## src/rtl/core/xrng_pkg.sv

```systemverilog
// Package for the xoshiro256++ generator: widths, constants, command types.
// No dependencies.
package xrng_pkg;

  localparam int unsigned WORD_W      = 64;
  localparam int unsigned FRAC_W      = 53;
  localparam int unsigned QUEUE_DEPTH = 2;

  localparam logic [WORD_W-1:0] GOLDEN_INC = 64'h9e3779b97f4a7c15;
  localparam logic [WORD_W-1:0] MIX_MUL_A  = 64'hbf58476d1ce4e5b9;
  localparam logic [WORD_W-1:0] MIX_MUL_B  = 64'h94d049bb133111eb;

  typedef enum logic [1:0] {
    KIND_SEED  = 2'd0,
    KIND_LOAD  = 2'd1,
    KIND_DRAW  = 2'd2,
    KIND_RANGE = 2'd3
  } kind_t;

  typedef enum logic [1:0] {
    STATUS_OK        = 2'd0,
    STATUS_EMPTY     = 2'd1,
    STATUS_TOO_LARGE = 2'd2
  } status_t;

  typedef enum logic [2:0] {
    OP_SEED   = 3'd0,
    OP_LOAD   = 3'd1,
    OP_DRAW   = 3'd2,
    OP_RANGE  = 3'd3,
    OP_REJECT = 3'd4
  } op_t;

  // w0: seed / load word 0 / range low; w1: load word 1 / interval size
  typedef struct packed {
    op_t               op;
    status_t           status;
    logic [WORD_W-1:0] w0;
    logic [WORD_W-1:0] w1;
    logic [WORD_W-1:0] w2;
    logic [WORD_W-1:0] w3;
  } cmd_t;

endpackage

```

## src/rtl/core/xrng_front.sv

```systemverilog
// Front end: accepts input beats and classifies them into commands.
// Depends on xrng_pkg.
module xrng_front (
  input  logic                          in_valid,
  output logic                          in_ready,
  input  logic [1:0]                    in_kind,
  input  logic [xrng_pkg::WORD_W-1:0]   in_seed_value,
  input  logic [xrng_pkg::WORD_W-1:0]   in_load_word0,
  input  logic [xrng_pkg::WORD_W-1:0]   in_load_word1,
  input  logic [xrng_pkg::WORD_W-1:0]   in_load_word2,
  input  logic [xrng_pkg::WORD_W-1:0]   in_load_word3,
  input  logic signed [xrng_pkg::WORD_W-1:0] in_range_low,
  input  logic signed [xrng_pkg::WORD_W-1:0] in_range_high,
  output logic                          cmd_valid,
  input  logic                          cmd_ready,
  output xrng_pkg::cmd_t                cmd
);
  import xrng_pkg::*;

  logic [WORD_W-1:0] diff;

  assign diff      = in_range_high - in_range_low;
  assign cmd_valid = in_valid;
  assign in_ready  = cmd_ready;

  always_comb begin
    cmd.op     = OP_LOAD;
    cmd.status = STATUS_OK;
    cmd.w0     = in_load_word0;
    cmd.w1     = in_load_word1;
    cmd.w2     = in_load_word2;
    cmd.w3     = in_load_word3;
    case (kind_t'(in_kind))
      KIND_SEED: begin
        cmd.op = OP_SEED;
        cmd.w0 = in_seed_value;
      end
      KIND_LOAD: cmd.op = OP_LOAD;
      KIND_DRAW: cmd.op = OP_DRAW;
      KIND_RANGE: begin
        cmd.w0 = in_range_low;
        cmd.w1 = diff + 64'd1;
        if (in_range_low > in_range_high) begin
          cmd.op     = OP_REJECT;
          cmd.status = STATUS_EMPTY;
        end else if (diff[WORD_W-1]) begin
          cmd.op     = OP_REJECT;
          cmd.status = STATUS_TOO_LARGE;
        end else begin
          cmd.op = OP_RANGE;
        end
      end
      default: cmd.op = OP_LOAD;
    endcase
  end

endmodule

```

## config.mk

```make
export PLATFORM = sky130hd
export DESIGN_NAME = xrng_front
export DESIGN_NICKNAME = d
export VERILOG_FILES = /design/src/rtl/core/xrng_pkg.sv /design/src/rtl/core/xrng_front.sv
export SDC_FILE = /design/constraint.sdc
export NUM_CORES = 1
export LEC_CHECK = 0
export BUFFER_PORTS_ARGS = -buffer_cell sky130_fd_sc_hd__buf_2
export CORE_AREA = 2 2 277 279
export DETAILED_ROUTE_END_ITERATION = 12
export DIE_AREA = 0 0 279 281
export PLACE_DENSITY = 0.39
export RECOVER_POWER = 50
export SLEW_MARGIN = 5
export SYNTH_ARGS = -nofsm -noshare
export SYNTH_HDL_FRONTEND = slang
export SYNTH_SLANG_ARGS = --single-unit
```

## constraint.sdc

```tcl
create_clock -name vclk -period 14.4
set_input_delay 4.32 -clock vclk [all_inputs]
set_output_delay 4.32 -clock vclk [all_outputs]
set_load 0.01 [all_outputs]
```

# ---- Word level (Yosys, flattened, before mapping)
# Index checks and enable logic that the tools add are counted.
dict set report word_totals {
  register_bits 0
}
dict set report op_classes {
  add_sub_neg 2
  magnitude_cmp 1
  eq_ne 3
  n_mux 7
  n_reduce_logical 1
}
# cell count
set op_table {}
lappend op_table {{64-bit one-hot mux with 2 select lines} 1}
lappend op_table {{64-bit by 1-bit adder with 64-bit output (second input constant)} 1}
lappend op_table {{64-bit > comparator} 1}
lappend op_table {{64-bit 2-to-1 mux} 1}
lappend op_table {{64-bit subtractor} 1}
lappend op_table {{3-bit one-hot mux with 4 select lines} 1}
lappend op_table {{5-bit 2-to-1 mux} 1}
lappend op_table {{2-bit equality test (second input constant)} 2}
lappend op_table {{2-bit 2-to-1 mux} 2}
lappend op_table {{3-bit 2-to-1 mux} 1}
lappend op_table {{2-bit by 1-bit equality test with 1-bit output (second input constant)} 1}
lappend op_table {{2-bit logical NOT} 1}

# ---- Logic depth before layout (Yosys ltp)
dict set report depth {
  depth_word 4
  ltp_mapped 18
  depth_no_buf 17
}

# ---- Worst setup path before layout
# Ideal clock, no wire load.
dict set report synth_path {
  path_type {input -> output}
  startpoint {input port in_range_high[0] (netlist name)}
  endpoint {output port cmd[191] (netlist name)}
  t_arrival_ps 7831
  t_required_ps 10080
  slack_ps 2249
  cell_stages 14
  path_buffers 0
  path_cell_list {inv_1 -> ha_1 -> fa_1 -> nand2b_1 -> a211o_1 -> a21o_1 -> a211oi_1 -> nor4_1 -> a311oi_2 -> and4bb_1 -> nand4b_1 -> or3b_1 -> or4_1 -> a31oi_1}
}
# item line_no
set synth_lines {}
lappend synth_lines {{start: declaration} xrng_front.sv:13} ;# input logic signed [xrng_pkg::WORD_W-1:0] in_range_high,
lappend synth_lines {{end: declaration} xrng_front.sv:16} ;# output xrng_pkg::cmd_t cmd

==> impl_metrics.csv <==
group,metric,value,unit
sta,hold_viol_final,0,
sta,fmax,72.5,MHz
floorplan,start_util,13.5,%
sta,tns,0,ns
finish,layout.nets,2358,
finish,fillerInstances,8903,
sta,maxSlewHeadroom,-134,%
drt,drtAntennaViolNets,0,
drt,routed_via_density,4.50,
drt,wl_per_cell,22.1,um
cts,cts_hold_buf,0,
global_routing,grt_pass1_wl,85900,um
power,p_sw_share,63.9,%
finish,fin_area,12300,um2
sta,holdWs,8.64,ns
synth,ys.warnings.count,0,
synth,yosysSeqAreaShare,0,%
drt,firstDrtPassIters,5,
synth,synth_area,10200,um2
cts,cts_resized,0,
place,place_area,12300,um2
power,clkPwrFrac,0,%
sta,grt_setup_unrepaired,"false",
global_routing,grt_max_degree,98,
synth,ys_types,99,
floorplan,core_area,75400,um2
power,total_power,0.000579,W
critical_path,worst-setup-path-type,"input pin to output pin",
critical_path,cp_max_fo,11,
sta,post-route-min-period,13.79,ns
finish,drive_gt1_share,29.2,%
critical_path,cpMaxStageDelayCell,"a21oi_1",
global_routing,antenna_found_initial,28,
finish,multi_input_area,8420,um2
drt,drtIter0Drc,859,
power,cellPowerDensity,47.1,nW/um2
sta,worstMarginPinSlew,3.52,ns
synth,netlist.top_cell.by_area,"buf_4",
critical_path,cp.arrival,9.47,ns
synth,yosysTopAreaCellShare,10.7,%
min_path,hold_path_class,"input pin to output pin",
critical_path,required,10.08,ns
finish,nClkBuffers,0,
drt,num_vias,12700,
floorplan,io_pins,715,
critical_path,worstPathCellList,"buf_2 -> inv_1 -> ha_1 -> a21oi_1 -> a21oi_1 -> o21ai_0 -> nand4_1 -> nor4bb_1 -> nor4bb_1 -> nand4_1 -> nor4_1 -> mux2i_1 -> o21ai_0 -> buf_2",
power,ir_worst_vdd,0.0000114,V
global_routing,grt_pass1_vias,11800,
floorplan,die_h,281,um
sta,finalCritPeriodShare,95.8,%
place,gp_congestion,0.890,
power,seqPwrFrac,0,%
drt,drc,0,
finish,area_growth_syn_to_layout,20.9,%
place,port_buffers,455,
power,p_leak,5.34,nW
status,violations,"max-capacitance violations, max-slew violations",
floorplan,num_rows,101,
power,p_sw,0.000370,W
synth,synthTopCellsByArea,"buf_4, ha_1, a21oi_1, o21ai_0, nand2_1",
critical_path,setup.worst_path.end_class,"output pin",
sta,setup_viol,0,
power,p_comb_share,100.0,%
status,status,"finished with violations",
synth,syn_avg_cell_area,6.38,um2
synth,netlist_instances,1596,
cts,post-cts-setup-buffers,0,
critical_path,slowest_delay,0.89,ns
sta,finalMaxSlewViolations,66,
finish,regArea,0,um2
drt,wl,62300,um
finish,design.seq.count,0,
floorplan,die_x,279,um
floorplan,dieArea,78400,um2
job,drv_cap,1,
power,intPower,0.000209,W
critical_path,crit_path_start_kind,"input pin",
global_routing,grtUsageTotal,15.0,%
global_routing,grt-ovfl-total,0,
place,dp_hpwl,55600,um
synth,synthesis.nets,2119,
[cells in the mapped netlist, drive strengths merged, types with 8 or more instances]
cell / instances
and4: 15
nor4: 22
nand2: 165
o21a: 14
and3: 16
nor3: 35
nand3: 35
a211oi: 16
nand2b: 13
and2: 29
a22oi: 74
ha: 70
or2: 8
inv: 90
a21boi: 9
o211ai: 18
o2111ai: 8
a31oi: 15
buf: 178
a21oi: 136
or3: 16
nand4: 56
a21o: 30
mux2: 11
xnor2: 45
clkbuf: 44
o21ai: 144
nor2: 140
xor2: 28
[cells by family after synthesis]
logic type | Yosys count | synth area share, %
buffers and inverters | 313 | 17.5
AND/OR/NAND/NOR | 580 | 29.6
multiplexers | 16 | 1.71
AO/OA/AOI/OAI | 543 | 36.0
adder cells (fa/ha/maj) | 71 | 8.80
XOR/XNOR | 73 | 6.35
[power groups by stage]
stage	logic (W)	clock network [W]	registers, W
6_report	0.000579	0.0000000000560	0
5_1_grt	0.000641	0.00000000000928	0
4_1_cts	0.000594	0	0
3_5_place_dp	0.000590	0	0
3_3_place_gp	0.000592	0	0
2_1_floorplan	0.000395	0	0
[layout make-up]
| type | instances | area share [%] |
|---|---|---|
| timing repair buffer | 459 | 18.7 |
| tap | 978 | 9.94 |
| multi-input combinational | 1283 | 68.4 |
| inverter | 91 | 2.78 |
| antenna | 6 | 0.122 |
[path summary, 6_finish.rpt]
path	startpoint	endpoint	cells after the start
hold / removal	in_load_word2[43]	cmd[107]	0
setup / recovery	in_range_low[4]	cmd[187]	14
[per-layer routing]
| metal | global-route usage (%) | wire, um | up-vias |
|---|---|---|---|
| li1 | - | - | 6240 |
| met5 | 0 | 100 | - |
| met4 | 1.28 | 639 | 16 |
| met2 | 27.6 | 31100 | 418 |
| met3 | 2.33 | 3920 | 62 |
| met1 | 18.9 | 26600 | 5931 |
[cell usage in the layout, fill, tap and decap left out, types with 6 or more instances in the layout]
cell type,Yosys,routed
o31ai_1,7,7
a211oi_1,9,9
or2_2,6,6
and2_1,28,28
inv_1,90,90
o21ai_0,128,128
nand2b_1,13,13
nand3_1,35,35
or4_1,6,6
a21o_1,30,30
ha_1,70,68
nor3_1,32,32
o211a_1,6,6
and4_1,15,15
and3_1,15,15
a31oi_1,14,14
buf_2,26,455
mux2_2,11,11
nor4_1,15,15
nor2b_1,6,6
a211oi_2,7,7
o21ai_1,12,12
o21a_1,14,14
nand4_2,6,6
a21oi_1,129,129
xor2_1,27,27
nand4_1,50,50
xnor2_1,45,45
o21bai_1,6,6
o211ai_1,18,18
nand2_1,164,164
or3_1,13,13
nor2_1,139,139
a21boi_0,7,7
o2111ai_1,7,7
diode_2,0,6
a22oi_1,73,73
a311o_1,6,6
[stage by stage]
stage	util [%]	std cells	worst slack, ns
2_1_floorplan	-	1596	2.25
3_3_place_gp	16.3	2811	0.832
3_5_place_dp	16.3	2811	0.829
4_1_cts	16.3	2811	0.784
5_1_grt	16.3	2812	0.363
6_report	16.3	2817	0.608
[worst max-delay path, delay by kind of cell]
family / cells / cell delay (ns)
and+or+nand+nor: 5 / 2.46
AOI/OAI and AO/OA: 4 / 1.64
buffers and inverters: 3 / 0.36
adders and majority gates: 1 / 0.40
muxes: 1 / 0.29
Power figures use the tool's default switching activity.
