## config.mk

```make
export PLATFORM = sky130hd
export DESIGN_NAME = xrng_queue
export DESIGN_NICKNAME = d
export VERILOG_FILES = /design/src/rtl/core/xrng_pkg.sv /design/src/rtl/core/xrng_queue.sv
export SDC_FILE = /design/constraint.sdc
export NUM_CORES = 1
export LEC_CHECK = 0
export BUFFER_PORTS_ARGS = -buffer_cell sky130_fd_sc_hd__buf_2
export CAP_MARGIN = 20
export CORE_ASPECT_RATIO = 0.8
export CORE_MARGIN = 4
export CORE_UTILIZATION = 45
export DETAILED_ROUTE_END_ITERATION = 8
export PLACE_DENSITY = 0.73
export SYNTH_ARGS = -nofsm -noshare
export SYNTH_HDL_FRONTEND = slang
export SYNTH_SLANG_ARGS = --single-unit
```

## constraint.sdc

```tcl
create_clock -name clk -period 9.8 [get_ports clk]
set_input_delay 2.94 -clock clk [delete_from_list [all_inputs] [get_ports clk]]
set_output_delay 2.94 -clock clk [all_outputs]
set_load 0.03 [all_outputs]
```

## src/rtl/core/xrng_pkg.sv

```systemverilog
// Package for the xoshiro256++ generator: widths, constants, command types.
// No dependencies.
package xrng_pkg;

  localparam int unsigned WORD_W      = 64;
  localparam int unsigned FRAC_W      = 53;
  localparam int unsigned QUEUE_DEPTH = 2;

  localparam logic [WORD_W-1:0] GOLDEN_INC = 64'h9e3779b97f4a7c15;
  localparam logic [WORD_W-1:0] MIX_MUL_A  = 64'hbf58476d1ce4e5b9;
  localparam logic [WORD_W-1:0] MIX_MUL_B  = 64'h94d049bb133111eb;

  typedef enum logic [1:0] {
    KIND_SEED  = 2'd0,
    KIND_LOAD  = 2'd1,
    KIND_DRAW  = 2'd2,
    KIND_RANGE = 2'd3
  } kind_t;

  typedef enum logic [1:0] {
    STATUS_OK        = 2'd0,
    STATUS_EMPTY     = 2'd1,
    STATUS_TOO_LARGE = 2'd2
  } status_t;

  typedef enum logic [2:0] {
    OP_SEED   = 3'd0,
    OP_LOAD   = 3'd1,
    OP_DRAW   = 3'd2,
    OP_RANGE  = 3'd3,
    OP_REJECT = 3'd4
  } op_t;

  // w0: seed / load word 0 / range low; w1: load word 1 / interval size
  typedef struct packed {
    op_t               op;
    status_t           status;
    logic [WORD_W-1:0] w0;
    logic [WORD_W-1:0] w1;
    logic [WORD_W-1:0] w2;
    logic [WORD_W-1:0] w3;
  } cmd_t;

endpackage

```

## src/rtl/core/xrng_queue.sv

```systemverilog
// Command queue between front and back ends.
// Depends on xrng_pkg.
module xrng_queue #(
  parameter int unsigned DEPTH = xrng_pkg::QUEUE_DEPTH
) (
  input  logic           clk,
  input  logic           rst_n,
  input  logic           push_valid,
  output logic           push_ready,
  input  xrng_pkg::cmd_t push_data,
  output logic           pop_valid,
  input  logic           pop_ready,
  output xrng_pkg::cmd_t pop_data
);
  import xrng_pkg::*;

  localparam int unsigned PTR_W = (DEPTH > 1) ? $clog2(DEPTH) : 1;
  localparam int unsigned CNT_W = $clog2(DEPTH + 1);
  localparam logic [PTR_W-1:0] LAST = PTR_W'(DEPTH - 1);

  cmd_t             mem_r [DEPTH];
  logic [PTR_W-1:0] wr_ptr_r, rd_ptr_r;
  logic [CNT_W-1:0] count_r;
  logic             do_push, do_pop;

  assign push_ready = (count_r != CNT_W'(DEPTH));
  assign pop_valid  = (count_r != '0);
  assign pop_data   = mem_r[rd_ptr_r];
  assign do_push    = push_valid && push_ready;
  assign do_pop     = pop_valid && pop_ready;

  always_ff @(posedge clk) begin
    if (do_push) begin
      mem_r[wr_ptr_r] <= push_data;
    end
  end

  always_ff @(posedge clk) begin
    if (!rst_n) begin
      wr_ptr_r <= '0;
      rd_ptr_r <= '0;
      count_r  <= '0;
    end else begin
      if (do_push) begin
        wr_ptr_r <= (wr_ptr_r == LAST) ? '0 : wr_ptr_r + 1'b1;
      end
      if (do_pop) begin
        rd_ptr_r <= (rd_ptr_r == LAST) ? '0 : rd_ptr_r + 1'b1;
      end
      if (do_push && !do_pop) begin
        count_r <= count_r + 1'b1;
      end else if (do_pop && !do_push) begin
        count_r <= count_r - 1'b1;
      end
    end
  end

endmodule

```

Word-level counts from Yosys, hierarchy flattened
Memory sizes are Yosys's and may differ from the RTL's. A register that Yosys moved wholly into a read port is not among the register bits.
Cells that the tools add are included.
- register bits after elaboration: 4
- bits in writable memories: 522
- bits in latches: 0
- ROM bits: 0
- bits of input ports: 265
- memories kept: 1
- bitwise operators: 0
- div/mod/pow operators: 0
- reductions and logical operators: 8
- $lt $le $gt $ge: 0
- shift-type cells: 0
- add/subtract/negate cells: 4
- muxes and demuxes: 8
- multipliers: 0
- eq/ne operators: 1
- memories (name ; depth ; bits a word ; rd ports ; clocked after Yosys merged registers in ; wr ports ; line ; text):
    mem_r ; 2 ; 261 ; 1 ; 1 ; 1 ; xrng_queue.sv:21 ; cmd_t mem_r [DEPTH];
- operators by type and width (kind ; number):
    $mux 1 ; 6
    $logic_and 1x1->1 ; 4
    $mux 2 ; 2
    $reduce_bool 2->1 ; 2
    $add 1x1->1 const B ; 2
    $add 2x1->2 const B ; 1
    $logic_not 1->1 ; 2
    $ne 2x2->1 const B ; 1
    $sub 2x1->2 const B ; 1

Depth between registers and ports, before layout
- depth after elaboration: 6
- depth in mapped cells: 6
- depth with buffers taken out: 6

Least setup slack after synthesis
OpenSTA, ideal clock, no wires.
- path kind: input to register
- start: in push_valid
- end: mem mem_r[1][0] (netlist bit) (enable)
- path buffers: 0
- arrival: 8.934 ns
- stages on the path: 1
- path slack: 0.210 ns
- path through: and3_1
- word-level cells in the longest chain between the ends: 3
- ends and longest elaborated chain (element ; line ; text):
    start: declaration ; xrng_queue.sv:8 ; input logic push_valid,
    $logic_and 1x1->1 ; xrng_queue.sv:29 ; assign do_push = push_valid && push_ready;
    $mux 1 ; xrng_queue.sv:33 ; if (do_push) begin
    $mux 1 (implied by the code) ; xrng_queue.sv:34 ; mem_r[wr_ptr_r] <= push_data;
    end: declaration ; xrng_queue.sv:21 ;
No other way between the ends.

==> results.py <==
metrics = {
    "run_status": {
        "status": "finished clean",
    },
    "clock_tree": {
        "holdBufCountCts": 0,
        "cts_tree": "done",
        "cts_root_buffer": "clkbuf_16",
        "cts_resized": 0,
        "cts_setup_buffers": 0,
        "worstSkewPairLatency_ns": 0.57,
        "cts_made_buffers": 50,
        "clk_path_buf_depth": 3,
        "path_clk_slew_ns": 0.06,
        "cts_sinks": 527,
        "htreeDepth": 2,
    },
    "pwr": {
        "p_per_area_mw_per_mm2": 283.0,
        "finalPower_w": 0.006981,
        "ir_worst_vdd_mv": 0.2311,
        "netSwitchingPower_w": 0.002236,
        "p_leak_nw": 9.503,
        "p_comb_share_pct": 30.8,
        "seqPwrFrac_pct": 41.9,
        "p_clk_share_pct": 27.3,
        "internal-power_w": 0.004746,
        "switching_share_pct": 32.02,
    },
    "detailed_routing": {
        "firstDrtPassIters": 4,
        "route.detailed.drc": 0,
        "routedWlPerCell_um": 21.25,
        "vias_per_cell": 4.967,
        "ant_nets": 0,
        "drt_iter0_drc": 523,
        "finalWirelength_mm": 42.49,
        "vias": 9934,
    },
    "sta": {
        "grt_setup_unrepaired": "false",
        "fmax_mhz": 174.4,
        "fin_setup_tns_ns": 0,
        "post-route-period-util_pct": 58.52,
        "finalMaxSlewViolations": 0,
        "final-hold-violation-count": 0,
        "clock_skew_ns": 0.03038,
        "relSlewSlack_pct": 36.70,
        "finalSetupViolations": 0,
        "period_minus_slack_ns": 5.735,
        "tightestPinTransition_ns": 0.9495,
    },
    "logic_synthesis": {
        "synth_top_area_cell": "edfxtp_1",
        "post_synth.cell_area_avg_sq_um": 23.75,
        "synth-seq-cells": 527,
        "synth_top_family_by_area": "multiplexers",
        "synth_compound_area_share_pct": 0.1765,
        "synth_top_area_share_pct": 78.96,
        "yosys-top-cells-area": "edfxtp_1 79%, mux2_4 14%, mux2_2 4.0%",
        "synth_mux_area_share_pct": 18.40,
        "yosys.area_share.adder_pct": 0.06302,
        "ys_warn_count": 0,
        "yosys.area_share.simple_pct": 0.3277,
        "synth_xor_area_share_pct": 0.1324,
        "synth_area_sq_mm": 0.01985,
        "ys_seq_area_share_pct": 79.46,
        "syn-num-nets": 1102,
        "syn_inst": 836,
        "synth.distinct_cells": 21,
    },
    "global_route": {
        "grt_overflow": 0,
        "grt_pass1_wl_mm": 62.45,
        "grt_usage_pct": 16.99,
        "first_global_vias": 10480,
        "antenna_found_initial": 16,
        "grt_max_degree": 145,
    },
    "worst_setup_path": {
        "r2r_cells": 4,
        "slowest_stage": "dfxtp_4",
        "r2r_slack_ns": 7.09,
        "cpPeakStageDelay_ns": 0.87,
        "worstSetupEndpoint": "pop_data[3]",
        "crit_chain": "buf_12 > mux2_2 > buf_2",
        "critPathMaxFanout": 108,
        "rr_startpoint": "count_r[0]",
        "crit-reg2reg-capture": "mem_r[0][146]",
        "crit_type": "register to output pin",
        "cp.arrival_ns": 2.79,
        "startpoint_type": "register",
        "cp_data_required_time_ns": 6.86,
        "end_kind": "output pin",
    },
    "place": {
        "gp_congestion": 0.7923,
        "dpl.hpwl_mm": 28.63,
        "io_buffers": 527,
        "post-place-cells": 1899,
    },
    "finish": {
        "ff_latch_area_sq_mm": 0.01578,
        "final_common_cell": "buf_2",
        "syn_to_final_growth_pct": 24.26,
        "fin_nets": 1657,
        "n_fill_cell": 3265,
        "multi_input_area_sq_mm": 0.003796,
        "final_util_pct": 56.85,
        "mostFrequentLayoutCells": "527 x buf_2, 522 x edfxtp_1, 190 x mux2_4, 71 x mux2_2, 53 x clkbuf_16",
        "stdcell_count": 2000,
        "final_layout_size_suffix_gt1_share_pct": 61.02,
    },
    "floorplan": {
        "coreArea_sq_mm": 0.04339,
        "boundaryPins": 528,
        "num_rows": 68,
        "dieArea_sq_mm": 0.04756,
        "die-height_um": 195.9,
        "start_util_pct": 45.75,
        "die_w_um": 242.8,
    },
    "worst_hold_path": {
        "hp-class": "register to register",
    },
    "job": {
        "maxCapViolations": 0,
    },
}
[how the worst min path moves through the flow]
stage                    start  depth (start not counted)         end
CTS                 count_r[1]                          2  count_r[1]
floorplan           count_r[1]                          2  count_r[1]
detailed placement  count_r[1]                          2  count_r[1]
global route        count_r[1]                          2  count_r[1]
global placement    count_r[1]                          2  count_r[1]
finish              count_r[1]                          2  count_r[1]
[metal layers]
metal | share of wire (%) | global-route usage (%)
met3 | 8.1 | 5.835
met2 | 50 | 28.98
met5 | 0.21 | 0
met4 | 3.0 | 6.239
met1 | 38 | 20.14
[kinds of logic (layout without fill, tap and decap cells)]
family                   Yosys count  in the layout
AND/OR/NAND/NOR                    9              9
multiplexers                     261            261
XOR/XNOR                           3              3
buffers and inverters             30            623
adder cells (fa/ha/maj)            1              1
AO/OA/AOI/OAI                      5              5
flip-flops                       527            527
other                              0             11
[final cells by class]
cell class / count / share of cell area [%]
inverters: 1 / 0.04565
multi-input cells: 279 / 15.39
clock buffers: 68 / 5.726
well taps: 560 / 2.840
diodes: 11 / 0.1116
flip-flops and latches: 527 / 63.96
clock inverters: 22 / 0.8775
repair buffers: 532 / 11.05
[state kept, by name, summed over array words and instances (netlist names), named ones only]
| register | count |
|---|---|
| count_r | 2 |
| rd_ptr_r | 1 |
| mem_r | 522 |
| wr_ptr_r | 1 |
[power groups by stage]
stage / clock [W] / combinational (W) / sequential [W]
finish: 0.00191 / 0.00215 / 0.00292
global route: 0.00206 / 0.00225 / 0.00295
CTS: 0.00196 / 0.00218 / 0.00293
detailed placement: 0 / 0.00217 / 0.00297
global placement: 0 / 0.00216 / 0.00296
floorplan: 0 / 0.00167 / 0.00299
[worst max-delay path: cells and delay by family, from the launching register on]
family / cells / cell delay [ns]
flops: 1 / 0.87
buf+inv: 2 / 0.78
mux: 1 / 0.41
[cell usage after synthesis]
library cell	n
a21bo_2	1
a21boi_0	1
a21boi_1	1
and2_1	4
and3_1	1
buf_2	7
buf_6	22
dfxtp_1	5
edfxtp_1	522
ha_1	1
inv_1	1
mux2_2	71
mux2_4	190
nand2b_4	1
nand3b_1	1
o21ai_0	1
o21ai_1	1
or2_2	1
or3_1	1
xnor2_1	2
xor2_1	1
[metrics by stage]
step	setup WS, ns	instance area, sq um	hold WS, ns
floorplan	0.2097	19850	0.5124
global placement	4.616	23010	0.5334
detailed placement	4.596	23010	0.5581
CTS	3.990	24640	0.5679
global route	3.922	24660	0.6046
finish	4.065	24670	0.5680
No activity file was read; power rests on OpenSTA's default activity.
